==> config.mk <==
export PLATFORM = sky130hd
export DESIGN_NAME = gcrb_queue
export DESIGN_NICKNAME = d
export VERILOG_FILES = /design/src/sv/gcrb_pkg.sv /design/src/sv/gcrb_queue.sv
export SDC_FILE = /design/constraint.sdc
export NUM_CORES = 1
export LEC_CHECK = 0
export BUFFER_PORTS_ARGS = -buffer_cell sky130_fd_sc_hd__clkbuf_2
export CAP_MARGIN = 20
export CORE_UTILIZATION = 35
export CTS_CLUSTER_DIAMETER = 40
export DETAILED_ROUTE_END_ITERATION = 12
export GPL_TIMING_DRIVEN = 0
export PLACE_DENSITY = 0.62
export SETUP_SLACK_MARGIN = 0.2
export SLEW_MARGIN = 25
export SYNTH_ARGS = -nofsm -noshare
export SYNTH_HDL_FRONTEND = slang
export SYNTH_SLANG_ARGS = --single-unit
==> constraint.sdc <==
create_clock -name clk -period 4.05 [get_ports clk]
set_input_delay 1.215 -clock clk [delete_from_list [all_inputs] [get_ports clk]]
set_output_delay 1.215 -clock clk [all_outputs]
set_load 0.02 [all_outputs]
==> src/sv/gcrb_pkg.sv <==
// Package for the great-circle range and bearing block: fixed-point formats,
// constants, the arctangent table, the pipeline slot type and its stage steps.
// Depends on nothing; every other file of the block imports it.
package gcrb_pkg;

  localparam int ANGLE_FRAC_BITS = 16;
  localparam int TRIG_ITERATIONS = 24;

  // Signed width of every Q30 datapath value.
  localparam int CW = 36;
  typedef logic signed [CW-1:0] cval_t;
  typedef logic signed [24:0] deg_t;

  localparam int FULL_TURN_I = 360 << ANGLE_FRAC_BITS;
  localparam int HALF_TURN_I = 180 << ANGLE_FRAC_BITS;

  localparam cval_t ONE_Q30     = 36'sd1073741824;
  localparam cval_t PI_Q30      = 36'sd3373259426;
  localparam cval_t HALF_PI_Q30 = 36'sd1686629713;
  localparam cval_t INV_GAIN    = 36'sd652032874;
  localparam logic [31:0] PI_U32      = 32'd3373259426;
  localparam logic [31:0] HALF_PI_U32 = 32'd1686629713;
  localparam logic [23:0] HALF_TURN_U = 24'(HALF_TURN_I);
  localparam logic [22:0] RANGE_MAX   = 23'h7FFFFF;

  // Degrees to radians: half a turn is 45 * 2^(ANGLE_FRAC_BITS+2).
  localparam int D2R_SHIFT = ANGLE_FRAC_BITS + 2;
  localparam logic [55:0] D2R_ROUND = 56'(90 << ANGLE_FRAC_BITS);
  localparam logic [6:0] D2R_DIV = 7'd45;
  localparam int DNUM_W = 38;
  // Floor of 2^DNUM_W / 45; the product estimate is at most one below the
  // true quotient, and one compare and subtract on the remainder fixes it.
  localparam logic [32:0] D45_RECIP = 33'((64'd1 << DNUM_W) / 64'(D2R_DIV));

  // Radians to degrees: floor of 2^56 / pi in Q30, used the same way.
  localparam logic [24:0] PI_RECIP = 25'((64'd1 << 56) / 64'(PI_U32));

  localparam logic [1:0] QUAD_NONE = 2'b00;
  localparam logic [1:0] QUAD_POS  = 2'b01;
  localparam logic [1:0] QUAD_NEG  = 2'b10;

  // Stage schedule of the back-end pipeline.
  localparam int ST_D2R_MUL = 0;
  localparam int ST_D2R_RND = 1;
  localparam int ST_D45_MUL = 2;
  localparam int ST_D45_EST = 3;
  localparam int ST_D45_REM = 4;
  localparam int ST_D45_FIX = 5;
  localparam int ST_QUAD    = 6;
  localparam int ST_ROT     = ST_QUAD + 1;
  localparam int ST_SCFIX   = ST_ROT + TRIG_ITERATIONS;
  localparam int ST_M1      = ST_SCFIX + 1;
  localparam int ST_M2      = ST_M1 + 1;
  localparam int ST_M3      = ST_M2 + 1;
  localparam int ST_M4      = ST_M3 + 1;
  localparam int ST_SQ      = ST_M4 + 1;
  localparam int SQ_STAGES  = 32;
  localparam int ST_VPRE    = ST_SQ + SQ_STAGES;
  localparam int ST_VEC     = ST_VPRE + 1;
  localparam int ST_P1      = ST_VEC + TRIG_ITERATIONS;
  localparam int ST_P2      = ST_P1 + 1;
  localparam int ST_PI_MUL  = ST_P2 + 1;
  localparam int ST_PI_EST  = ST_PI_MUL + 1;
  localparam int ST_PI_REM  = ST_PI_EST + 1;
  localparam int ST_PI_FIX  = ST_PI_REM + 1;
  localparam int ST_FIN     = ST_PI_FIX + 1;
  localparam int N_STAGES   = ST_FIN + 1;

  localparam int QDEPTH = 4;
  localparam int QPTR_W = $clog2(QDEPTH);

  typedef struct packed {
    logic       coin;
    deg_t [2:0] ang;
  } item_t;

  typedef struct packed {
    logic full;
    logic empty;
  } q_stat_t;

  typedef struct packed {
    logic                    coin;
    deg_t [2:0]              ang;
    logic [2:0]              neg;
    logic [2:0]              zero;
    logic [2:0][55:0]        dprod;
    logic [2:0][DNUM_W-1:0]  dnum;
    logic [2:0][51:0]        dph;
    logic [2:0][51:0]        dpl;
    logic [2:0][33:0]        dq;
    logic [2:0][6:0]         drm;
    logic [2:0][1:0]         quad;
    cval_t [2:0]             cx;
    cval_t [2:0]             cy;
    cval_t [2:0]             ca;
    cval_t                   m12;
    cval_t                   mcc;
    cval_t                   mby;
    cval_t                   mc1s2;
    cval_t                   msc;
    cval_t                   cv;
    cval_t                   bx;
    cval_t                   cl;
    logic [62:0]             sq_v;
    logic [62:0]             sq_r;
    cval_t [1:0]             vx;
    cval_t [1:0]             vy;
    cval_t [1:0]             vz;
    cval_t [1:0]             fixz;
    logic [1:0]              fixd;
    logic [44:0]             rprod;
    logic                    bneg;
    logic [55:0]             bprod;
    logic [22:0]             rng;
    logic [55:0]             bnum;
    logic [52:0]             bph;
    logic [52:0]             bpl;
    logic [25:0]             bq;
    logic [32:0]             brm;
    logic [24:0]             bdeg;
  } slot_t;

  function automatic cval_t atan_q30(input int i);
    case (i)
      0:  return 36'h03243F6A8;
      1:  return 36'h01DAC6705;
      2:  return 36'h00FADBAFC;
      3:  return 36'h007F56EA6;
      4:  return 36'h003FEAB76;
      5:  return 36'h001FFD55B;
      6:  return 36'h000FFFAAA;
      7:  return 36'h0007FFF55;
      8:  return 36'h0003FFFEA;
      9:  return 36'h0001FFFFD;
      10: return 36'h0000FFFFF;
      11: return 36'h00007FFFF;
      12: return 36'h00003FFFF;
      13: return 36'h00001FFFF;
      14: return 36'h00000FFFF;
      15: return 36'h000007FFF;
      16: return 36'h000003FFF;
      17: return 36'h000001FFF;
      18: return 36'h000000FFF;
      19: return 36'h0000007FF;
      20: return 36'h0000003FF;
      21: return 36'h0000001FF;
      22: return 36'h0000000FF;
      23: return 36'h00000007F;
      24: return 36'h00000003F;
      25: return 36'h00000001F;
      26: return 36'h00000000F;
      27: return 36'h000000007;
      28: return 36'h000000003;
      29: return 36'h000000001;
      default: return '0;
    endcase
  endfunction

  // Q30 product rounded half away from zero.
  function automatic cval_t mulq(input cval_t a, input cval_t b);
    logic [31:0] ma;
    logic [31:0] mb;
    logic [63:0] p;
    logic [34:0] r;
    ma = (a < 0) ? 32'(-a) : 32'(a);
    mb = (b < 0) ? 32'(-b) : 32'(b);
    p  = ma * mb;
    r  = 35'((p + 64'd536870912) >> 30);
    return ((a < 0) != (b < 0)) ? -cval_t'(36'(r)) : cval_t'(36'(r));
  endfunction

  // One pipeline stage; g is a constant per instance, so each stage keeps
  // only the logic of its own step.
  function automatic slot_t stage_op(input int g, input slot_t si, input logic [12:0] radius);
    slot_t       so;
    cval_t       x;
    cval_t       y;
    cval_t       a;
    cval_t       t;
    logic [23:0] dm;
    logic [32:0] q;
    logic [31:0] u1;
    logic [31:0] u2;
    logic [62:0] bitv;
    logic [62:0] sum;
    logic [39:0] rw45;
    logic [44:0] rw;
    logic [31:0] am;
    logic [56:0] nb;
    logic signed [25:0] b;
    int i;
    so = si;
    if (g == ST_D2R_MUL) begin
      for (int l = 0; l < 3; l++) begin
        a = 36'($signed(si.ang[l]));
        so.neg[l]  = (a < 0);
        so.zero[l] = (a == 0);
        dm = (a < 0) ? 24'(-a) : 24'(a);
        so.dprod[l] = dm * PI_U32;
      end
    end else if (g == ST_D2R_RND) begin
      for (int l = 0; l < 3; l++) begin
        so.dnum[l] = DNUM_W'((si.dprod[l] + D2R_ROUND) >> D2R_SHIFT);
      end
    end else if (g == ST_D45_MUL) begin
      for (int l = 0; l < 3; l++) begin
        so.dph[l] = si.dnum[l][37:19] * D45_RECIP;
        so.dpl[l] = si.dnum[l][18:0] * D45_RECIP;
      end
    end else if (g == ST_D45_EST) begin
      for (int l = 0; l < 3; l++) begin
        so.dq[l] = 34'(({1'b0, si.dph[l]} + 53'(si.dpl[l] >> 19)) >> 19);
      end
    end else if (g == ST_D45_REM) begin
      for (int l = 0; l < 3; l++) begin
        rw45 = 40'(si.dnum[l]) - 40'(si.dq[l]) * 40'(D2R_DIV);
        so.drm[l] = rw45[6:0];
      end
    end else if (g == ST_D45_FIX) begin
      for (int l = 0; l < 3; l++) begin
        if (si.drm[l] >= D2R_DIV) so.dq[l] = si.dq[l] + 34'd1;
      end
    end else if (g == ST_QUAD) begin
      for (int l = 0; l < 3; l++) begin
        q = si.dq[l][32:0];
        a = 36'(q);
        if (si.neg[l]) a = -a;
        so.quad[l] = QUAD_NONE;
        if (a > HALF_PI_Q30) begin
          a = a - HALF_PI_Q30;
          so.quad[l] = QUAD_POS;
        end else if (a < -HALF_PI_Q30) begin
          a = a + HALF_PI_Q30;
          so.quad[l] = QUAD_NEG;
        end
        so.ca[l] = a;
        so.cx[l] = INV_GAIN;
        so.cy[l] = '0;
      end
    end else if (g >= ST_ROT && g < ST_SCFIX) begin
      i = g - ST_ROT;
      for (int l = 0; l < 3; l++) begin
        x = si.cx[l];
        y = si.cy[l];
        a = si.ca[l];
        if (a >= 0) begin
          t = x - (y >>> i);
          y = y + (x >>> i);
          a = a - atan_q30(i);
        end else begin
          t = x + (y >>> i);
          y = y - (x >>> i);
          a = a + atan_q30(i);
        end
        so.cx[l] = t;
        so.cy[l] = y;
        so.ca[l] = a;
      end
    end else if (g == ST_SCFIX) begin
      // Sine goes to cy, cosine to cx.
      for (int l = 0; l < 3; l++) begin
        x = si.cx[l];
        y = si.cy[l];
        if (si.zero[l]) begin
          so.cy[l] = '0;
          so.cx[l] = ONE_Q30;
        end else begin
          case (si.quad[l])
            QUAD_POS: begin
              so.cy[l] = x;
              so.cx[l] = -y;
            end
            QUAD_NEG: begin
              so.cy[l] = -x;
              so.cx[l] = y;
            end
            default: begin
              so.cy[l] = y;
              so.cx[l] = x;
            end
          endcase
        end
      end
    end else if (g == ST_M1) begin
      so.m12   = mulq(si.cy[0], si.cy[1]);
      so.mcc   = mulq(si.cx[0], si.cx[1]);
      so.mby   = mulq(si.cy[2], si.cx[1]);
      so.mc1s2 = mulq(si.cx[0], si.cy[1]);
      so.msc   = mulq(si.cy[0], si.cx[1]);
    end else if (g == ST_M2) begin
      so.cv = si.m12 + mulq(si.mcc, si.cx[2]);
      so.bx = si.mc1s2 - mulq(si.msc, si.cx[2]);
    end else if (g == ST_M3) begin
      a = si.cv;
      if (a > ONE_Q30) a = ONE_Q30;
      if (a < -ONE_Q30) a = -ONE_Q30;
      so.cl = a;
    end else if (g == ST_M4) begin
      u1 = 32'(ONE_Q30 - si.cl);
      u2 = 32'(ONE_Q30 + si.cl);
      so.sq_v = u1 * u2;
      so.sq_r = '0;
    end else if (g >= ST_SQ && g < ST_VPRE) begin
      i = g - ST_SQ;
      bitv = 63'(1) << (62 - 2 * i);
      sum = si.sq_r + bitv;
      if (si.sq_v >= sum) begin
        so.sq_v = si.sq_v - sum;
        so.sq_r = (si.sq_r >> 1) + bitv;
      end else begin
        so.sq_r = si.sq_r >> 1;
      end
    end else if (g == ST_VPRE) begin
      for (int l = 0; l < 2; l++) begin
        if (l == 0) begin
          y = 36'(si.sq_r[30:0]);
          x = si.cl;
        end else begin
          y = si.mby;
          x = si.bx;
        end
        so.fixd[l] = 1'b0;
        so.fixz[l] = '0;
        if (y == 0) begin
          so.fixd[l] = 1'b1;
          so.fixz[l] = (x < 0) ? PI_Q30 : '0;
        end else if (x == 0) begin
          so.fixd[l] = 1'b1;
          so.fixz[l] = (y > 0) ? HALF_PI_Q30 : -HALF_PI_Q30;
        end
        so.vz[l] = '0;
        if (x < 0) begin
          if (y > 0) begin
            so.vy[l] = -x;
            so.vx[l] = y;
            so.vz[l] = HALF_PI_Q30;
          end else begin
            so.vy[l] = x;
            so.vx[l] = -y;
            so.vz[l] = -HALF_PI_Q30;
          end
        end else begin
          so.vx[l] = x;
          so.vy[l] = y;
        end
      end
    end else if (g >= ST_VEC && g < ST_P1) begin
      i = g - ST_VEC;
      for (int l = 0; l < 2; l++) begin
        x = si.vx[l];
        y = si.vy[l];
        a = si.vz[l];
        if (y >= 0) begin
          t = x + (y >>> i);
          y = y - (x >>> i);
          a = a + atan_q30(i);
        end else begin
          t = x - (y >>> i);
          y = y + (x >>> i);
          a = a - atan_q30(i);
        end
        so.vx[l] = t;
        so.vy[l] = y;
        so.vz[l] = a;
      end
    end else if (g == ST_P1) begin
      a = si.fixd[0] ? si.fixz[0] : si.vz[0];
      if (a < 0) a = '0;
      am = a[31:0];
      so.rprod = am * radius;
      a = si.fixd[1] ? si.fixz[1] : si.vz[1];
      so.bneg = (a < 0);
      am = (a < 0) ? 32'(-a) : 32'(a);
      so.bprod = am * HALF_TURN_U;
    end else if (g == ST_P2) begin
      rw = 45'((si.rprod + 45'd2097152) >> 22);
      so.rng = (rw > 45'(RANGE_MAX)) ? RANGE_MAX : rw[22:0];
      nb = 57'(si.bprod) + 57'(HALF_PI_U32);
      so.bnum = nb[55:0];
    end else if (g == ST_PI_MUL) begin
      so.bph = si.bnum[55:28] * PI_RECIP;
      so.bpl = si.bnum[27:0] * PI_RECIP;
    end else if (g == ST_PI_EST) begin
      so.bq = 26'(({1'b0, si.bph} + 54'(si.bpl >> 28)) >> 28);
    end else if (g == ST_PI_REM) begin
      nb = 57'(si.bq) * 57'(PI_U32);
      nb = 57'(si.bnum) - nb;
      so.brm = nb[32:0];
    end else if (g == ST_PI_FIX) begin
      if (si.brm >= 33'(PI_U32)) so.bq = si.bq + 26'd1;
    end else if (g == ST_FIN) begin
      b = 26'(si.bq);
      if (si.bneg) b = -b;
      if (b < 0) b = b + 26'(FULL_TURN_I);
      if (b < 0) b = '0;
      if (b >= 26'(FULL_TURN_I)) b = b - 26'(FULL_TURN_I);
      if (b >= 26'(FULL_TURN_I)) b = '0;
      so.bdeg = b[24:0];
      if (si.coin) begin
        so.rng  = '0;
        so.bdeg = '0;
      end
    end
    return so;
  endfunction

endpackage

==> src/sv/gcrb_queue.sv <==
// Short queue between the front end and the back-end pipeline.
// Depends on gcrb_pkg for the item and status types.
module gcrb_queue (
  input  logic              clk,
  input  logic              rst,
  input  logic              push,
  input  gcrb_pkg::item_t   wr_item,
  input  logic              pop,
  output gcrb_pkg::item_t   rd_item,
  output gcrb_pkg::q_stat_t q_stat
);
  import gcrb_pkg::*;

  item_t             slots [QDEPTH];
  logic [QPTR_W-1:0] wr_ptr;
  logic [QPTR_W-1:0] rd_ptr;
  logic [QPTR_W:0]   count;

  assign q_stat.full  = (count == (QPTR_W + 1)'(QDEPTH));
  assign q_stat.empty = (count == '0);
  assign rd_item      = slots[rd_ptr];

  always_ff @(posedge clk) begin
    if (push) begin
      slots[wr_ptr] <= wr_item;
    end
  end

  always_ff @(posedge clk) begin
    if (rst) begin
      wr_ptr <= '0;
      rd_ptr <= '0;
      count  <= '0;
    end else begin
      if (push) wr_ptr <= wr_ptr + 1'b1;
      if (pop) rd_ptr <= rd_ptr + 1'b1;
      if (push && !pop) begin
        count <= count + 1'b1;
      end else if (pop && !push) begin
        count <= count - 1'b1;
      end
    end
  end

endmodule

## After elaboration in Yosys (flattened, before gate mapping)

Memory sizes are Yosys's and may differ from the RTL's. A register that Yosys moved wholly into a read port is not among the register bits.
Index checks and enable logic that the tools add are counted.

- Eq/ne operators: 1
- Reductions and logical operators: 6
- Muxes and demuxes: 6
- Add/sub/neg operators: 4

Operator list:

| cell | number |
|---|---|
| 3-bit 2-to-1 mux | 2 |
| 2-bit by 1-bit adder with 2-bit output, second input constant | 2 |
| 2-bit 2-to-1 mux | 2 |
| 3-bit by 1-bit adder with 3-bit output, second input constant | 1 |
| 3-bit == test, second input constant | 1 |
| 3-bit logical NOT | 1 |
| 3-bit by 1-bit subtractor with 3-bit output, second input constant | 1 |
| 1-bit logical AND | 2 |
| 1-bit logical NOT | 2 |
| 1-bit 2-to-1 mux | 2 |
| 2-bit nonzero test | 1 |

- Memories: 1
- Memory bits (writable): 304
- Register bits after elaboration: 7

Memories:

| memory | depth | bits a word | rd ports | clocked after memory_dff | wr ports | line | RTL |
|---|---|---|---|---|---|---|---|
| slots | 4 | 76 | 1 | 1 | 1 | gcrb_queue.sv:14 | `item_t slots [QDEPTH];` |

## Logic depth before layout (Yosys ltp)

- Word-level depth: 4
- Mapped depth: 7

## Worst setup path before layout

No wires, ideal clock.

- Kind: in2reg
- From: input push
- To: memory slots[0][0] (netlist bit) (enable)
- Stages: 1
- Library setup time: 0.442 ns
- Path slack: 0.619 ns
- Path buffers: 0
- Arrival time: 2.989 ns
- Cells stage by stage: and2_1

- Word-level cells in the longest chain between the ends: 2

RTL lines:

| what | line | RTL |
|---|---|---|
| start, declared | gcrb_queue.sv:6 | `input logic push,` |
| 1-bit 2-to-1 mux | gcrb_queue.sv:24 | `if (push) begin` |
| 1-bit 2-to-1 mux (implied by the code) | gcrb_queue.sv:25 | `slots[wr_ptr] <= wr_item;` |
| end, declared | gcrb_queue.sv:14 |  |

Every way passes these cells.

==> flow_metrics.tcl <==
set metrics [dict create \
    relSlewSlack_pct 57.7 \
    die_y_um 183 \
    cts-hold-fix-buffers 0 \
    antenna-diode-count 0 \
    clkTransAtPathRegs_ps 60 \
    post_cts_buffers 0 \
    grt_pass1_vias 5859 \
    layout_common_cells "edfxtp_1 (304), clkbuf_2 (156), mux4_2 (76)" \
    detail-route-antenna-nets 0 \
    yosysSeqAreaShare_pct 81.4 \
    min-delay-start "count[2]" \
    fin_setup_tns_ps 0 \
    clock_skew_ps 15.9 \
    min_period_ps 3430 \
    path_class "reg2out" \
    fin_ws_ps 619 \
    place_ws_ps 1080 \
    fmax_mhz 291 \
    ys_ff_latch 313 \
    grt_max_degree 43 \
    hp-class "reg2reg" \
    status "complete, no violations" \
    cp_max_fo 10 \
    routed_wirelength_mm 21.4 \
    die-area_um2 33400 \
    powerDensity_nw_per_um2 582 \
    layout.cells.most_common "edfxtp_1" \
    grt_pass1_wl_mm 33.0 \
    num_rows 65 \
    cp.arrival_ps 2220 \
    cts.sinks 313 \
    finalCritPeriodShare_pct 84.7 \
    cts_tree "done" \
    tightestPinTransition_ps 635 \
    grt_overflow 0 \
    cts-root-buf "clkbuf_16" \
    syn-num-nets 527 \
    io_buffers 156 \
    postSynthAreaPerCell_um2 25.9 \
    cts_resized 0 \
    cp.required_ps 2830 \
    cap_violations 0 \
    fin_area_um2 14400 \
    dpl-instance-area_um2 12900 \
    setup_viol 0 \
    numCtsBuffers 45 \
    finalHoldWorstSlack_ps 538 \
    die_w_um 183 \
    fillers 2714 \
    syn_to_final_growth_pct 26.0 \
    nets 734 \
    clockBufferDepth 3 \
    grtUsageTotal_pct 13.0 \
    endpoint_kind "primary output" \
    grt_setup_unrepaired "false" \
    antenna_found_initial 0 \
    routed-via-count 5242 \
    cts.htree.levels 2 \
    clock_latency_ps 520 \
    place_congestion 0.712 \
    coreArea_um2 31900 \
    start_kind "flip-flop" \
    power_uw 8390 \
    vdd_drop_max_uv 430 \
    drive_gt1_share_pct 48.8 \
    drtPass1Iterations 4 \
    drt_drc_violations_left 0 \
    synth_cells 441 \
    dp_hpwl_mm 13.2 \
    synth_warnings 0 \
    via_per_inst 4.68 \
    netlist_area_um2 11400 \
    hold_viol_final 0 \
    power_leakage_uw 0.00494 \
    slew_violations 0 \
    drt_iter0_drc 293 \
    ios 158 \
    reg2reg_from "wr_ptr[0]" \
    ys_types 23 \
    wl_per_cell_um 19.1 \
    start_util_pct 35.9 \
]
[worst max-delay path, cell delays in order (launching register included)]
cell	delay (ps)
dfxtp_1	420
buf_2	340
buf_2	360
mux4_2	370
clkbuf_2	190
[kinds of logic (layout without fill, tap and decap cells)]
kind of cell	Yosys count	count (layout)	synth area share (%)
compound gates	2	2	0.0874
xor+xnor	5	5	0.383
fa+ha+maj	6	6	0.722
buf+inv	22	265	1.65
flops	313	313	81.4
mux	78	78	15.1
simple gates	15	15	0.645
[worst paths after layout]
path / cells after the start / end / slack, ps
setup / recovery: 4 / rd_item[52] / 620
hold / removal: 2 / count[2] / 540
setup reg to reg: 4 / slots[0][74] / 2220
hold reg to reg: 2 / count[2] / 540
[flip-flops by register name, summed over array words and instances, names as in the netlist, named ones only]
| signal | flops |
|---|---|
| count | 3 |
| slots | 304 |
| rd_ptr | 2 |
| wr_ptr | 2 |
[metrics by stage]
| step | std cells | util, % |
|---|---|---|
| after detailed placement | 1036 | 40.4 |
| after global placement | 1032 | 40.0 |
| after CTS | 1119 | 45.2 |
| after floorplan | 441 | - |
| final | 1119 | 45.2 |
| after global routing | 1119 | 45.2 |
[layer usage]
metal	GRT usage [%]	share of wire (%)
met1	15.5	41
met2	22.9	52
met3	3.55	5.5
met4	4.10	2.0
met5	0	0
[report_power, final]
| part | internal [uW] | leakage, uW | switching [uW] | total, uW |
|---|---|---|---|---|
| registers | 3720 | 0.00287 | 38.8 | 3760 |
| logic | 336 | 0.00134 | 473 | 809 |
| clock network | 2320 | 0.000742 | 1510 | 3830 |
[cell usage after synthesis]
master	number	area share [%]
edfxtp_1	304	80
mux4_2	76	15
dfxtp_1	9	1.6
nor2_1	7	0.23
buf_12	5	0.88
buf_2	5	0.22
ha_1	5	0.55
and2_1	4	0.22
inv_1	4	0.13
buf_1	3	0.098
buf_4	3	0.20
xor2_1	3	0.23
mux2i_1	2	0.18
xnor2_1	2	0.15
a21oi_1	1	0.044
buf_6	1	0.098
clkbuf_1	1	0.033
fa_1	1	0.18
nand2_1	1	0.033
nor3_1	1	0.044
nor3b_1	1	0.066
o21ai_0	1	0.044
or3_1	1	0.055
[layout make-up]
cell class,instances,area (um^2),share of cell area (%)
timing repair buffer,160,891,6.18
clock inverter,35,354,2.46
tap,435,544,3.77
sequential,313,9310,64.6
buffer,18,174,1.21
inverter,4,15.0,0.104
multi-input combinational,106,1950,13.5
clock buffer,48,1180,8.18
No activity file was read; power rests on OpenSTA's default activity.
