`src/sv/gcrb_pkg.sv`:
```
// Package for the great-circle range and bearing block: fixed-point formats,
// constants, the arctangent table, the pipeline slot type and its stage steps.
// Depends on nothing; every other file of the block imports it.
package gcrb_pkg;

  localparam int ANGLE_FRAC_BITS = 16;
  localparam int TRIG_ITERATIONS = 24;

  // Signed width of every Q30 datapath value.
  localparam int CW = 36;
  typedef logic signed [CW-1:0] cval_t;
  typedef logic signed [24:0] deg_t;

  localparam int FULL_TURN_I = 360 << ANGLE_FRAC_BITS;
  localparam int HALF_TURN_I = 180 << ANGLE_FRAC_BITS;

  localparam cval_t ONE_Q30     = 36'sd1073741824;
  localparam cval_t PI_Q30      = 36'sd3373259426;
  localparam cval_t HALF_PI_Q30 = 36'sd1686629713;
  localparam cval_t INV_GAIN    = 36'sd652032874;
  localparam logic [31:0] PI_U32      = 32'd3373259426;
  localparam logic [31:0] HALF_PI_U32 = 32'd1686629713;
  localparam logic [23:0] HALF_TURN_U = 24'(HALF_TURN_I);
  localparam logic [22:0] RANGE_MAX   = 23'h7FFFFF;

  // Degrees to radians: half a turn is 45 * 2^(ANGLE_FRAC_BITS+2).
  localparam int D2R_SHIFT = ANGLE_FRAC_BITS + 2;
  localparam logic [55:0] D2R_ROUND = 56'(90 << ANGLE_FRAC_BITS);
  localparam logic [6:0] D2R_DIV = 7'd45;
  localparam int DNUM_W = 38;
  // Floor of 2^DNUM_W / 45; the product estimate is at most one below the
  // true quotient, and one compare and subtract on the remainder fixes it.
  localparam logic [32:0] D45_RECIP = 33'((64'd1 << DNUM_W) / 64'(D2R_DIV));

  // Radians to degrees: floor of 2^56 / pi in Q30, used the same way.
  localparam logic [24:0] PI_RECIP = 25'((64'd1 << 56) / 64'(PI_U32));

  localparam logic [1:0] QUAD_NONE = 2'b00;
  localparam logic [1:0] QUAD_POS  = 2'b01;
  localparam logic [1:0] QUAD_NEG  = 2'b10;

  // Stage schedule of the back-end pipeline.
  localparam int ST_D2R_MUL = 0;
  localparam int ST_D2R_RND = 1;
  localparam int ST_D45_MUL = 2;
  localparam int ST_D45_EST = 3;
  localparam int ST_D45_REM = 4;
  localparam int ST_D45_FIX = 5;
  localparam int ST_QUAD    = 6;
  localparam int ST_ROT     = ST_QUAD + 1;
  localparam int ST_SCFIX   = ST_ROT + TRIG_ITERATIONS;
  localparam int ST_M1      = ST_SCFIX + 1;
  localparam int ST_M2      = ST_M1 + 1;
  localparam int ST_M3      = ST_M2 + 1;
  localparam int ST_M4      = ST_M3 + 1;
  localparam int ST_SQ      = ST_M4 + 1;
  localparam int SQ_STAGES  = 32;
  localparam int ST_VPRE    = ST_SQ + SQ_STAGES;
  localparam int ST_VEC     = ST_VPRE + 1;
  localparam int ST_P1      = ST_VEC + TRIG_ITERATIONS;
  localparam int ST_P2      = ST_P1 + 1;
  localparam int ST_PI_MUL  = ST_P2 + 1;
  localparam int ST_PI_EST  = ST_PI_MUL + 1;
  localparam int ST_PI_REM  = ST_PI_EST + 1;
  localparam int ST_PI_FIX  = ST_PI_REM + 1;
  localparam int ST_FIN     = ST_PI_FIX + 1;
  localparam int N_STAGES   = ST_FIN + 1;

  localparam int QDEPTH = 4;
  localparam int QPTR_W = $clog2(QDEPTH);

  typedef struct packed {
    logic       coin;
    deg_t [2:0] ang;
  } item_t;

  typedef struct packed {
    logic full;
    logic empty;
  } q_stat_t;

  typedef struct packed {
    logic                    coin;
    deg_t [2:0]              ang;
    logic [2:0]              neg;
    logic [2:0]              zero;
    logic [2:0][55:0]        dprod;
    logic [2:0][DNUM_W-1:0]  dnum;
    logic [2:0][51:0]        dph;
    logic [2:0][51:0]        dpl;
    logic [2:0][33:0]        dq;
    logic [2:0][6:0]         drm;
    logic [2:0][1:0]         quad;
    cval_t [2:0]             cx;
    cval_t [2:0]             cy;
    cval_t [2:0]             ca;
    cval_t                   m12;
    cval_t                   mcc;
    cval_t                   mby;
    cval_t                   mc1s2;
    cval_t                   msc;
    cval_t                   cv;
    cval_t                   bx;
    cval_t                   cl;
    logic [62:0]             sq_v;
    logic [62:0]             sq_r;
    cval_t [1:0]             vx;
    cval_t [1:0]             vy;
    cval_t [1:0]             vz;
    cval_t [1:0]             fixz;
    logic [1:0]              fixd;
    logic [44:0]             rprod;
    logic                    bneg;
    logic [55:0]             bprod;
    logic [22:0]             rng;
    logic [55:0]             bnum;
    logic [52:0]             bph;
    logic [52:0]             bpl;
    logic [25:0]             bq;
    logic [32:0]             brm;
    logic [24:0]             bdeg;
  } slot_t;

  function automatic cval_t atan_q30(input int i);
    case (i)
      0:  return 36'h03243F6A8;
      1:  return 36'h01DAC6705;
      2:  return 36'h00FADBAFC;
      3:  return 36'h007F56EA6;
      4:  return 36'h003FEAB76;
      5:  return 36'h001FFD55B;
      6:  return 36'h000FFFAAA;
      7:  return 36'h0007FFF55;
      8:  return 36'h0003FFFEA;
      9:  return 36'h0001FFFFD;
      10: return 36'h0000FFFFF;
      11: return 36'h00007FFFF;
      12: return 36'h00003FFFF;
      13: return 36'h00001FFFF;
      14: return 36'h00000FFFF;
      15: return 36'h000007FFF;
      16: return 36'h000003FFF;
      17: return 36'h000001FFF;
      18: return 36'h000000FFF;
      19: return 36'h0000007FF;
      20: return 36'h0000003FF;
      21: return 36'h0000001FF;
      22: return 36'h0000000FF;
      23: return 36'h00000007F;
      24: return 36'h00000003F;
      25: return 36'h00000001F;
      26: return 36'h00000000F;
      27: return 36'h000000007;
      28: return 36'h000000003;
      29: return 36'h000000001;
      default: return '0;
    endcase
  endfunction

  // Q30 product rounded half away from zero.
  function automatic cval_t mulq(input cval_t a, input cval_t b);
    logic [31:0] ma;
    logic [31:0] mb;
    logic [63:0] p;
    logic [34:0] r;
    ma = (a < 0) ? 32'(-a) : 32'(a);
    mb = (b < 0) ? 32'(-b) : 32'(b);
    p  = ma * mb;
    r  = 35'((p + 64'd536870912) >> 30);
    return ((a < 0) != (b < 0)) ? -cval_t'(36'(r)) : cval_t'(36'(r));
  endfunction

  // One pipeline stage; g is a constant per instance, so each stage keeps
  // only the logic of its own step.
  function automatic slot_t stage_op(input int g, input slot_t si, input logic [12:0] radius);
    slot_t       so;
    cval_t       x;
    cval_t       y;
    cval_t       a;
    cval_t       t;
    logic [23:0] dm;
    logic [32:0] q;
    logic [31:0] u1;
    logic [31:0] u2;
    logic [62:0] bitv;
    logic [62:0] sum;
    logic [39:0] rw45;
    logic [44:0] rw;
    logic [31:0] am;
    logic [56:0] nb;
    logic signed [25:0] b;
    int i;
    so = si;
    if (g == ST_D2R_MUL) begin
      for (int l = 0; l < 3; l++) begin
        a = 36'($signed(si.ang[l]));
        so.neg[l]  = (a < 0);
        so.zero[l] = (a == 0);
        dm = (a < 0) ? 24'(-a) : 24'(a);
        so.dprod[l] = dm * PI_U32;
      end
    end else if (g == ST_D2R_RND) begin
      for (int l = 0; l < 3; l++) begin
        so.dnum[l] = DNUM_W'((si.dprod[l] + D2R_ROUND) >> D2R_SHIFT);
      end
    end else if (g == ST_D45_MUL) begin
      for (int l = 0; l < 3; l++) begin
        so.dph[l] = si.dnum[l][37:19] * D45_RECIP;
        so.dpl[l] = si.dnum[l][18:0] * D45_RECIP;
      end
    end else if (g == ST_D45_EST) begin
      for (int l = 0; l < 3; l++) begin
        so.dq[l] = 34'(({1'b0, si.dph[l]} + 53'(si.dpl[l] >> 19)) >> 19);
      end
    end else if (g == ST_D45_REM) begin
      for (int l = 0; l < 3; l++) begin
        rw45 = 40'(si.dnum[l]) - 40'(si.dq[l]) * 40'(D2R_DIV);
        so.drm[l] = rw45[6:0];
      end
    end else if (g == ST_D45_FIX) begin
      for (int l = 0; l < 3; l++) begin
        if (si.drm[l] >= D2R_DIV) so.dq[l] = si.dq[l] + 34'd1;
      end
    end else if (g == ST_QUAD) begin
      for (int l = 0; l < 3; l++) begin
        q = si.dq[l][32:0];
        a = 36'(q);
        if (si.neg[l]) a = -a;
        so.quad[l] = QUAD_NONE;
        if (a > HALF_PI_Q30) begin
          a = a - HALF_PI_Q30;
          so.quad[l] = QUAD_POS;
        end else if (a < -HALF_PI_Q30) begin
          a = a + HALF_PI_Q30;
          so.quad[l] = QUAD_NEG;
        end
        so.ca[l] = a;
        so.cx[l] = INV_GAIN;
        so.cy[l] = '0;
      end
    end else if (g >= ST_ROT && g < ST_SCFIX) begin
      i = g - ST_ROT;
      for (int l = 0; l < 3; l++) begin
        x = si.cx[l];
        y = si.cy[l];
        a = si.ca[l];
        if (a >= 0) begin
          t = x - (y >>> i);
          y = y + (x >>> i);
          a = a - atan_q30(i);
        end else begin
          t = x + (y >>> i);
          y = y - (x >>> i);
          a = a + atan_q30(i);
        end
        so.cx[l] = t;
        so.cy[l] = y;
        so.ca[l] = a;
      end
    end else if (g == ST_SCFIX) begin
      // Sine goes to cy, cosine to cx.
      for (int l = 0; l < 3; l++) begin
        x = si.cx[l];
        y = si.cy[l];
        if (si.zero[l]) begin
          so.cy[l] = '0;
          so.cx[l] = ONE_Q30;
        end else begin
          case (si.quad[l])
            QUAD_POS: begin
              so.cy[l] = x;
              so.cx[l] = -y;
            end
            QUAD_NEG: begin
              so.cy[l] = -x;
              so.cx[l] = y;
            end
            default: begin
              so.cy[l] = y;
              so.cx[l] = x;
            end
          endcase
        end
      end
    end else if (g == ST_M1) begin
      so.m12   = mulq(si.cy[0], si.cy[1]);
      so.mcc   = mulq(si.cx[0], si.cx[1]);
      so.mby   = mulq(si.cy[2], si.cx[1]);
      so.mc1s2 = mulq(si.cx[0], si.cy[1]);
      so.msc   = mulq(si.cy[0], si.cx[1]);
    end else if (g == ST_M2) begin
      so.cv = si.m12 + mulq(si.mcc, si.cx[2]);
      so.bx = si.mc1s2 - mulq(si.msc, si.cx[2]);
    end else if (g == ST_M3) begin
      a = si.cv;
      if (a > ONE_Q30) a = ONE_Q30;
      if (a < -ONE_Q30) a = -ONE_Q30;
      so.cl = a;
    end else if (g == ST_M4) begin
      u1 = 32'(ONE_Q30 - si.cl);
      u2 = 32'(ONE_Q30 + si.cl);
      so.sq_v = u1 * u2;
      so.sq_r = '0;
    end else if (g >= ST_SQ && g < ST_VPRE) begin
      i = g - ST_SQ;
      bitv = 63'(1) << (62 - 2 * i);
      sum = si.sq_r + bitv;
      if (si.sq_v >= sum) begin
        so.sq_v = si.sq_v - sum;
        so.sq_r = (si.sq_r >> 1) + bitv;
      end else begin
        so.sq_r = si.sq_r >> 1;
      end
    end else if (g == ST_VPRE) begin
      for (int l = 0; l < 2; l++) begin
        if (l == 0) begin
          y = 36'(si.sq_r[30:0]);
          x = si.cl;
        end else begin
          y = si.mby;
          x = si.bx;
        end
        so.fixd[l] = 1'b0;
        so.fixz[l] = '0;
        if (y == 0) begin
          so.fixd[l] = 1'b1;
          so.fixz[l] = (x < 0) ? PI_Q30 : '0;
        end else if (x == 0) begin
          so.fixd[l] = 1'b1;
          so.fixz[l] = (y > 0) ? HALF_PI_Q30 : -HALF_PI_Q30;
        end
        so.vz[l] = '0;
        if (x < 0) begin
          if (y > 0) begin
            so.vy[l] = -x;
            so.vx[l] = y;
            so.vz[l] = HALF_PI_Q30;
          end else begin
            so.vy[l] = x;
            so.vx[l] = -y;
            so.vz[l] = -HALF_PI_Q30;
          end
        end else begin
          so.vx[l] = x;
          so.vy[l] = y;
        end
      end
    end else if (g >= ST_VEC && g < ST_P1) begin
      i = g - ST_VEC;
      for (int l = 0; l < 2; l++) begin
        x = si.vx[l];
        y = si.vy[l];
        a = si.vz[l];
        if (y >= 0) begin
          t = x + (y >>> i);
          y = y - (x >>> i);
          a = a + atan_q30(i);
        end else begin
          t = x - (y >>> i);
          y = y + (x >>> i);
          a = a - atan_q30(i);
        end
        so.vx[l] = t;
        so.vy[l] = y;
        so.vz[l] = a;
      end
    end else if (g == ST_P1) begin
      a = si.fixd[0] ? si.fixz[0] : si.vz[0];
      if (a < 0) a = '0;
      am = a[31:0];
      so.rprod = am * radius;
      a = si.fixd[1] ? si.fixz[1] : si.vz[1];
      so.bneg = (a < 0);
      am = (a < 0) ? 32'(-a) : 32'(a);
      so.bprod = am * HALF_TURN_U;
    end else if (g == ST_P2) begin
      rw = 45'((si.rprod + 45'd2097152) >> 22);
      so.rng = (rw > 45'(RANGE_MAX)) ? RANGE_MAX : rw[22:0];
      nb = 57'(si.bprod) + 57'(HALF_PI_U32);
      so.bnum = nb[55:0];
    end else if (g == ST_PI_MUL) begin
      so.bph = si.bnum[55:28] * PI_RECIP;
      so.bpl = si.bnum[27:0] * PI_RECIP;
    end else if (g == ST_PI_EST) begin
      so.bq = 26'(({1'b0, si.bph} + 54'(si.bpl >> 28)) >> 28);
    end else if (g == ST_PI_REM) begin
      nb = 57'(si.bq) * 57'(PI_U32);
      nb = 57'(si.bnum) - nb;
      so.brm = nb[32:0];
    end else if (g == ST_PI_FIX) begin
      if (si.brm >= 33'(PI_U32)) so.bq = si.bq + 26'd1;
    end else if (g == ST_FIN) begin
      b = 26'(si.bq);
      if (si.bneg) b = -b;
      if (b < 0) b = b + 26'(FULL_TURN_I);
      if (b < 0) b = '0;
      if (b >= 26'(FULL_TURN_I)) b = b - 26'(FULL_TURN_I);
      if (b >= 26'(FULL_TURN_I)) b = '0;
      so.bdeg = b[24:0];
      if (si.coin) begin
        so.rng  = '0;
        so.bdeg = '0;
      end
    end
    return so;
  endfunction

endpackage

```
`src/sv/gcrb_front.sv`:
```
// Front end: accepts position pairs, reduces the longitude difference into
// (-180,180] and flags coincident points. Depends on gcrb_pkg.
module gcrb_front (
  input  logic              in_valid,
  output logic              in_ready,
  input  logic [23:0]       origin_lat,
  input  logic [24:0]       origin_lon,
  input  logic [23:0]       target_lat,
  input  logic [24:0]       target_lon,
  input  gcrb_pkg::q_stat_t q_stat,
  output logic              push,
  output gcrb_pkg::item_t   item
);
  import gcrb_pkg::*;

  localparam logic signed [26:0] FULL_S = 27'(FULL_TURN_I);
  localparam logic signed [26:0] HALF_S = 27'(HALF_TURN_I);

  logic signed [26:0] dl;
  logic signed [26:0] r;

  assign in_ready = !q_stat.full;
  assign push     = in_valid && in_ready;

  always_comb begin
    dl = 27'($signed(target_lon)) - 27'($signed(origin_lon));
    if (dl >= FULL_S) begin
      r = dl - FULL_S;
    end else if (dl <= -FULL_S) begin
      r = dl + FULL_S;
    end else begin
      r = dl;
    end
    if (r > HALF_S) begin
      r = r - FULL_S;
    end else if (r <= -HALF_S) begin
      r = r + FULL_S;
    end
    // Latitudes of 24 bits always lie within half a turn already.
    item.ang[0] = 25'($signed(origin_lat));
    item.ang[1] = 25'($signed(target_lat));
    item.ang[2] = r[24:0];
    item.coin   = (origin_lat == target_lat) && (r == 0);
  end

endmodule

```
`config.mk`:
```
export PLATFORM = sky130hd
export DESIGN_NAME = gcrb_front
export DESIGN_NICKNAME = d
export VERILOG_FILES = /design/src/sv/gcrb_pkg.sv /design/src/sv/gcrb_front.sv
export SDC_FILE = /design/constraint.sdc
export NUM_CORES = 1
export LEC_CHECK = 0
export BUFFER_PORTS_ARGS = -buffer_cell sky130_fd_sc_hd__buf_2
export CORE_ASPECT_RATIO = 0.6
export CORE_MARGIN = 4
export CORE_UTILIZATION = 48
export DETAILED_ROUTE_END_ITERATION = 10
export PLACE_DENSITY_LB_ADDON = 0.12
export SYNTH_ARGS = -nofsm -noshare
export SYNTH_HDL_FRONTEND = slang
export SYNTH_SLANG_ARGS = --single-unit
```
`constraint.sdc`:
```
create_clock -name vclk -period 7.6
set_clock_uncertainty 0.15 [all_clocks]
set_input_delay 0.76 -clock vclk [all_inputs]
set_output_delay 0.76 -clock vclk [all_outputs]
set_load 0.01 [all_outputs]
```
# After elaboration in Yosys (flattened, before gate mapping)
# Index checks and enable logic that the tools add are counted.
# op_classes
addsub	5
n_lt_le_gt_ge	4
eq_ne	1
n_reduce_logical	4
mux	4
# op_table
op	n
2-to-1 mux 27 bit	4
logical NOT 32 bit	1
adder 26 x 26 -> 27 bit, second input constant	1
adder 27 x 26 -> 27 bit, second input constant	1
greater-than comparator 27 x 25 -> 1 bit, second input constant	1
less-or-equal comparator 27 x 25 -> 1 bit, second input constant	1
subtractor 26 x 26 -> 27 bit, second input constant	1
subtractor 27 x 26 -> 27 bit, second input constant	1
>= comparator 26 bit, second input constant	1
less-or-equal comparator 26 bit, second input constant	1
subtractor 25 x 25 -> 26 bit	1
equality test 24 bit	1
logical AND 1 bit	2
logical NOT 1 bit	1
# word_totals
ff_bits	0
in_bits	101
output_inout_bits	78

# Depth between registers and ports, before layout
# Gate-level depths: netlist of run 1.
# depth
depth_word	9
ltp_mapped	26
mapped_depth_nobuf	26

# Worst setup path before layout of run 1
# Ideal clock, no wire load.
# synth_timing
path_type	input port to output port
from	input port target_lon[0]
to	output port item[75] in the netlist's numbering
cell_stages	24
required_time_ns	6.690
path_buffers	0
setup_slack_ns	0.763
t_arrival_ns	5.927
path_cell_list	inv_1 ha_1 inv_1 fa_1 a21o_1 a221o_2 a21oi_4 nor4b_2 nor4b_2 nor4_4 nand4b_2 a21oi_1 nor3_1 or2_2 inv_1 ha_1 a21oi_1 a41o_1 a311o_1 a22oi_2 xnor2_1 or4_1 a2111oi_2 nor4b_2
# synth_lines
item	line_no	text
start, declared	gcrb_front.sv:9	input logic [24:0] target_lon,
end, declared	gcrb_front.sv:12	output gcrb_pkg::item_t item

==> impl_metrics.py, run 1 <==
metrics = {
    "worst_setup_path": {
        "cp_max_fo": 4,
        "path_class": "in2out",
        "worstPathBufferInverterCount": 5,
        "cp.arrival_ns": 6.47,
        "crit_path_end_kind": "output pin",
        "max_stage_delay_ns": 0.53,
        "crit_family": "compound AO/OA/AOI/OAI gates",
        "worstPathRequired_ns": 6.69,
        "startpoint_type": "input port",
        "slowest_stage": "nor4_2",
    },
    "routing": {
        "routed_wirelength_um": 11580,
        "ant_nets": 0,
        "vias": 4079,
        "post_drt_wl_per_cell_um": 16.47,
        "drc_errors": 0,
        "drt_iter0_drc": 357,
        "routed_via_density": 5.802,
        "first_pass_iters": 5,
    },
    "layout": {
        "layoutNonFillerInstCount": 703,
        "drive_above_1_share_pct": 41.07,
        "seq_area_um2": 0,
        "fillerInstances": 622,
        "n_antenna_cell": 0,
        "final_util_pct": 63.24,
        "mostFrequentLayoutCells": "buf_2 (178), inv_1 (43), a21oi_1 (33)",
        "finalNetCount": 752,
        "area_delta_synth_final_pct": 26.98,
        "seq_cells": 0,
        "n_clock_buffer": 0,
        "final_common_cell": "buf_2",
    },
    "synthesis": {
        "netlist_instances": 470,
        "synthesis.area_um2": 3339,
        "syn_area_per_cell_um2": 7.105,
        "synth.distinct_cells": 78,
        "yosysSeqAreaShare_pct": 0,
        "synthesis.nets": 604,
        "ys_warn_count": 0,
    },
    "floorplanning": {
        "initial_utilization_pct": 49.80,
        "num_io_pins": 179,
        "die_h_um": 72.61,
        "die_area_um2": 8400,
        "core_area_um2": 6705,
        "placementRows": 23,
        "die_w_um": 115.7,
    },
    "global_route": {
        "antenna_found_initial": 0,
        "grt_pass1_wl_um": 17590,
        "grt_use_total_pct": 24.99,
        "grt_max_degree": 13,
        "grt_pass1_vias": 3618,
        "grt-ovfl-total": 0,
    },
    "power": {
        "switchingPower_mw": 0.3911,
        "swShare_pct": 57.74,
        "clkPwrFrac_pct": 0,
        "p_int_mw": 0.2862,
        "powerDensity_nw_per_um2": 159.7,
        "pwr-share-comb_pct": 100.0,
        "seqPwrFrac_pct": 0,
        "vdd_ir_drop_max_uv": 98.71,
        "leakagePower_nw": 2.094,
    },
    "timing": {
        "hold_viol": 0,
        "fmax_mhz": 135.5,
        "slew_viol_final": 0,
        "setup_viol": 0,
        "max_slew_margin_pct": 45.60,
        "worstMarginPinSlew_ns": 0.8160,
        "fin_crit_sh_pct": 97.10,
        "period_minus_slack_ns": 7.380,
    },
    "min_path": {
        "hold_path.class": "in2out",
    },
    "placed_design": {
        "gp_congestion": 0.9087,
        "port_buffers": 178,
        "dp_cells": 689,
        "dpl.hpwl_um": 9820,
    },
    "job": {
        "max-cap-violations": 0,
    },
    "run_status": {
        "status": "completed",
    },
}
[stage by stage]
stage          TNS [ns]  setup WS [ns]  total power [mW]  hold WS, ns  instance area [µm²]
3_5_place_dp   -0.03426       -0.03426            0.6251        1.582                 4015
3_3_place_gp          0        0.09713            0.6148        1.581                 4015
2_1_floorplan         0         0.7630            0.4408        1.414                 3339
6_report              0         0.2201            0.6773        1.581                 4240
5_1_grt        -0.04423       -0.04423            0.7351        1.591                 4240
4_1_cts               0        0.01869            0.6289        1.583                 4019
[final cells by class]
class | count | area (µm²) | area share [%]
inverters | 46 | 172.7 | 4.072
multi-input cells | 366 | 2873 | 67.75
well taps | 87 | 108.9 | 2.567
repair buffers | 204 | 1086 | 25.61
[routing by layer]
layer,GRT usage (%),part of all wire [%],vias up
met2,38.53,44,195
met1,38.20,46,1877
met3,2.817,8.6,15
li1,-,-,1992
met4,3.218,1.2,0
met5,0,0,-
[cells by family after synthesis]
kind of cell | count (synthesis) | share of synthesized area (%)
AO/OA/AOI/OAI | 148 | 33.65
XOR/XNOR | 46 | 12.29
adder cells (fa/ha/maj) | 33 | 12.59
buffers and inverters | 104 | 17.57
multiplexers | 4 | 1.199
AND/OR/NAND/NOR | 135 | 22.71
[worst paths after layout]
kind       end           start  cells after the start
max   item[75]   target_lon[0]                     26
min   item[35]  target_lat[10]                      2
[power by group through the flow]
stage	registers, mW	logic [mW]	clock network, mW
after floorplan	0	0.441	0
after global placement	0	0.615	0
after CTS	0	0.629	0
after global routing	0	0.735	0
after detailed placement	0	0.625	0
final	0	0.677	0
[synthesized netlist by cell type, drive strengths merged (3+ instances only)]
| cell | count | share of area, % |
|---|---|---|
| buf | 56 | 12 |
| inv | 46 | 5.2 |
| a21oi | 38 | 6.3 |
| ha | 32 | 12 |
| nand2 | 32 | 3.6 |
| xnor2 | 32 | 8.6 |
| nor2 | 25 | 2.9 |
| o21ai | 23 | 3.7 |
| nand4 | 14 | 2.6 |
| xor2 | 14 | 3.7 |
| a211oi | 11 | 2.8 |
| nor3 | 11 | 1.6 |
| a21o | 10 | 2.2 |
| nand3 | 8 | 1.2 |
| a2111oi | 6 | 2.9 |
| nand2b | 6 | 1.1 |
| nor4 | 6 | 1.8 |
| o211ai | 6 | 1.3 |
| or2 | 6 | 1.1 |
| and2 | 5 | 0.94 |
| o21a | 5 | 1.2 |
| o31ai | 5 | 1.1 |
| a21boi | 4 | 0.90 |
| a221oi | 4 | 1.2 |
| mux2i | 4 | 1.2 |
| nor4b | 4 | 1.6 |
| or3 | 4 | 0.75 |
| and3 | 3 | 0.56 |
| o2111ai | 3 | 0.79 |
| o22ai | 3 | 0.56 |
| or4 | 3 | 0.67 |
[what timing repair did]
action / in CTS / in global routing
buffers inserted: 0 / 14
gates resized for setup: 1 / 20
hold buffers: 0 / 0
endpoints found under the setup margin: 1 / 4
gates cloned: 0 / 0
pin swaps: 0 / 10
hold endpoints to repair: 0 / 0
Power figures use the tool's default switching activity.
==> run 2, diff against run 1 <==
Settings changed: CORE_ASPECT_RATIO 0.6 to default, GPL_TIMING_DRIVEN from default to 0.
==> run 2 against run 1 <==
Compared with the run above: via count is essentially flat; sequential share of layout area is the same; final cell count rose by 8.0%; final area is 8.0% higher; routed wire length down 6.7%; non-clock buffer count up 47; worst hold slack improved by 0.030 ns; worst setup slack gained 0.078 ns; die area down 0.52%; combinational power grew 2%; critical endpoint unchanged; highest routed layer unchanged.
==> impl_metrics.py, run 2 (synthesis gave the netlist of run 1 again) <==
metrics = {
    "job": {
        "max-cap-violations": 0,
    },
    "min_path": {
        "hold_path.class": "in2out",
    },
    "worst_setup_path": {
        "crit_path_end_kind": "output pin",
        "cp.arrival_ns": 6.39,
        "worstPathRequired_ns": 6.69,
        "startpoint_type": "input port",
        "cp_max_fo": 6,
        "path_class": "in2out",
    },
    "floorplanning": {
        "core_area_um2": 6794,
        "num_io_pins": 179,
        "die_area_um2": 8356,
        "placementRows": 30,
        "initial_utilization_pct": 49.15,
        "die_w_um": 91.41,
        "die_h_um": 91.41,
    },
    "timing": {
        "setup_viol": 0,
        "max_slew_margin_pct": 51.45,
        "worstMarginPinSlew_ns": 0.7260,
        "rsz0062_at_grt": "no",
        "fin_crit_sh_pct": 96.07,
        "fmax_mhz": 137.0,
        "slew_viol_final": 0,
        "period_minus_slack_ns": 7.302,
        "hold_viol": 0,
    },
    "global_route": {
        "grt_use_total_pct": 24.79,
        "grt_pass1_vias": 3972,
        "grt_max_degree": 11,
        "grt-ovfl-total": 0,
        "antenna_found_initial": 0,
        "grt_pass1_wl_um": 17840,
    },
    "layout": {
        "mostFrequentLayoutCells": "buf_2 (184), buf_4 (65), inv_1 (43)",
        "drive_above_1_share_pct": 45.40,
        "seq_cells": 0,
        "final_util_pct": 67.40,
        "seq_area_um2": 0,
        "n_antenna_cell": 0,
        "final_common_cell": "buf_2",
        "n_clock_buffer": 0,
        "finalNetCount": 799,
        "area_delta_synth_final_pct": 37.13,
    },
    "routing": {
        "routed_wirelength_um": 10800,
        "drt_iter0_drc": 178,
        "post_drt_wl_per_cell_um": 14.23,
        "ant_nets": 0,
        "vias": 4081,
        "first_pass_iters": 4,
        "drc_errors": 0,
        "routed_via_density": 5.377,
    },
    "power": {
        "vdd_ir_drop_max_uv": 88.45,
        "powerDensity_nw_per_um2": 150.2,
        "leakagePower_nw": 2.303,
        "finalPower_mw": 0.6877,
    },
    "placed_design": {
        "dpl.hpwl_um": 9371,
        "port_buffers": 178,
        "gp_congestion": 0.9241,
    },
    "cts": {
        "cts_hold_buffers": 0,
    },
    "run_status": {
        "status": "completed",
    },
}
[run 2: per-stage QoR]
step                cell area, µm²  instances  hold WS (ns)  worst slack [ns]  TNS [ns]
floorplan                     3339        470         1.414            0.7630         0
global placement              4350        744         1.605           -0.1539   -0.1539
detailed placement            4350        744         1.615           -0.2395   -0.2395
CTS                           4429        749         1.615           0.02104         0
global route                  4579        759         1.637          0.004186         0
finish                        4579        759         1.610            0.2984         0
[run 2: final timing paths]
path,from,endpoint,slack [ns],cells past startpoint
setup / recovery,target_lon[0],item[75],0.30,26
hold / removal,q_stat[1],in_ready,1.61,3
[run 2: cell type report]
class / count / area, µm²
plain buffers: 58 / 414.1
fillers: 623 / 2215
repair buffers: 193 / 1003
multi-input cells: 366 / 2869
inverters: 46 / 172.7
well taps: 96 / 120.1
[run 2: per-layer routing]
layer / part of all wire (%) / GRT usage, % / up-vias
met5: 0 / 0 / -
met1: 41 / 29.95 / 1803
li1: - / - / 2091
met3: 7.6 / 3.977 / 14
met4: 1.8 / 4.397 / 0
met2: 50 / 45.95 / 173
[run 2: timing repair]
action                                  4_1_cts  5_1_grt
gates resized for setup                       8       14
endpoints found under the setup margin        1        1
gates cloned                                  0        0
pin swaps                                     8        9
buffers inserted                              5       10
[run 2: report_power, final]
part	switching, mW	leakage [nW]	internal, mW	total [mW]
clock	0	0	0	0
combinational	0.388	2.30	0.299	0.688
sequential	0	0	0	0
[run 2: critical path: stages]
cell	delay, ns
buf_2	0.10
inv_1	0.05
ha_1	0.15
inv_1	0.05
fa_1	0.40
a21o_1	0.20
a221o_2	0.40
a21oi_4	0.26
nor4b_4	0.26
nor4b_2	0.12
nor4_4	0.33
nand4bb_1	0.27
a21oi_2	0.27
a211oi_1	0.09
a21oi_2	0.26
inv_1	0.11
ha_2	0.21
a21oi_1	0.15
a41o_1	0.12
a311o_1	0.23
a211oi_1	0.11
o31a_1	0.31
or4_4	0.53
a2111oi_4	0.24
nor4b_2	0.24
buf_2	0.17
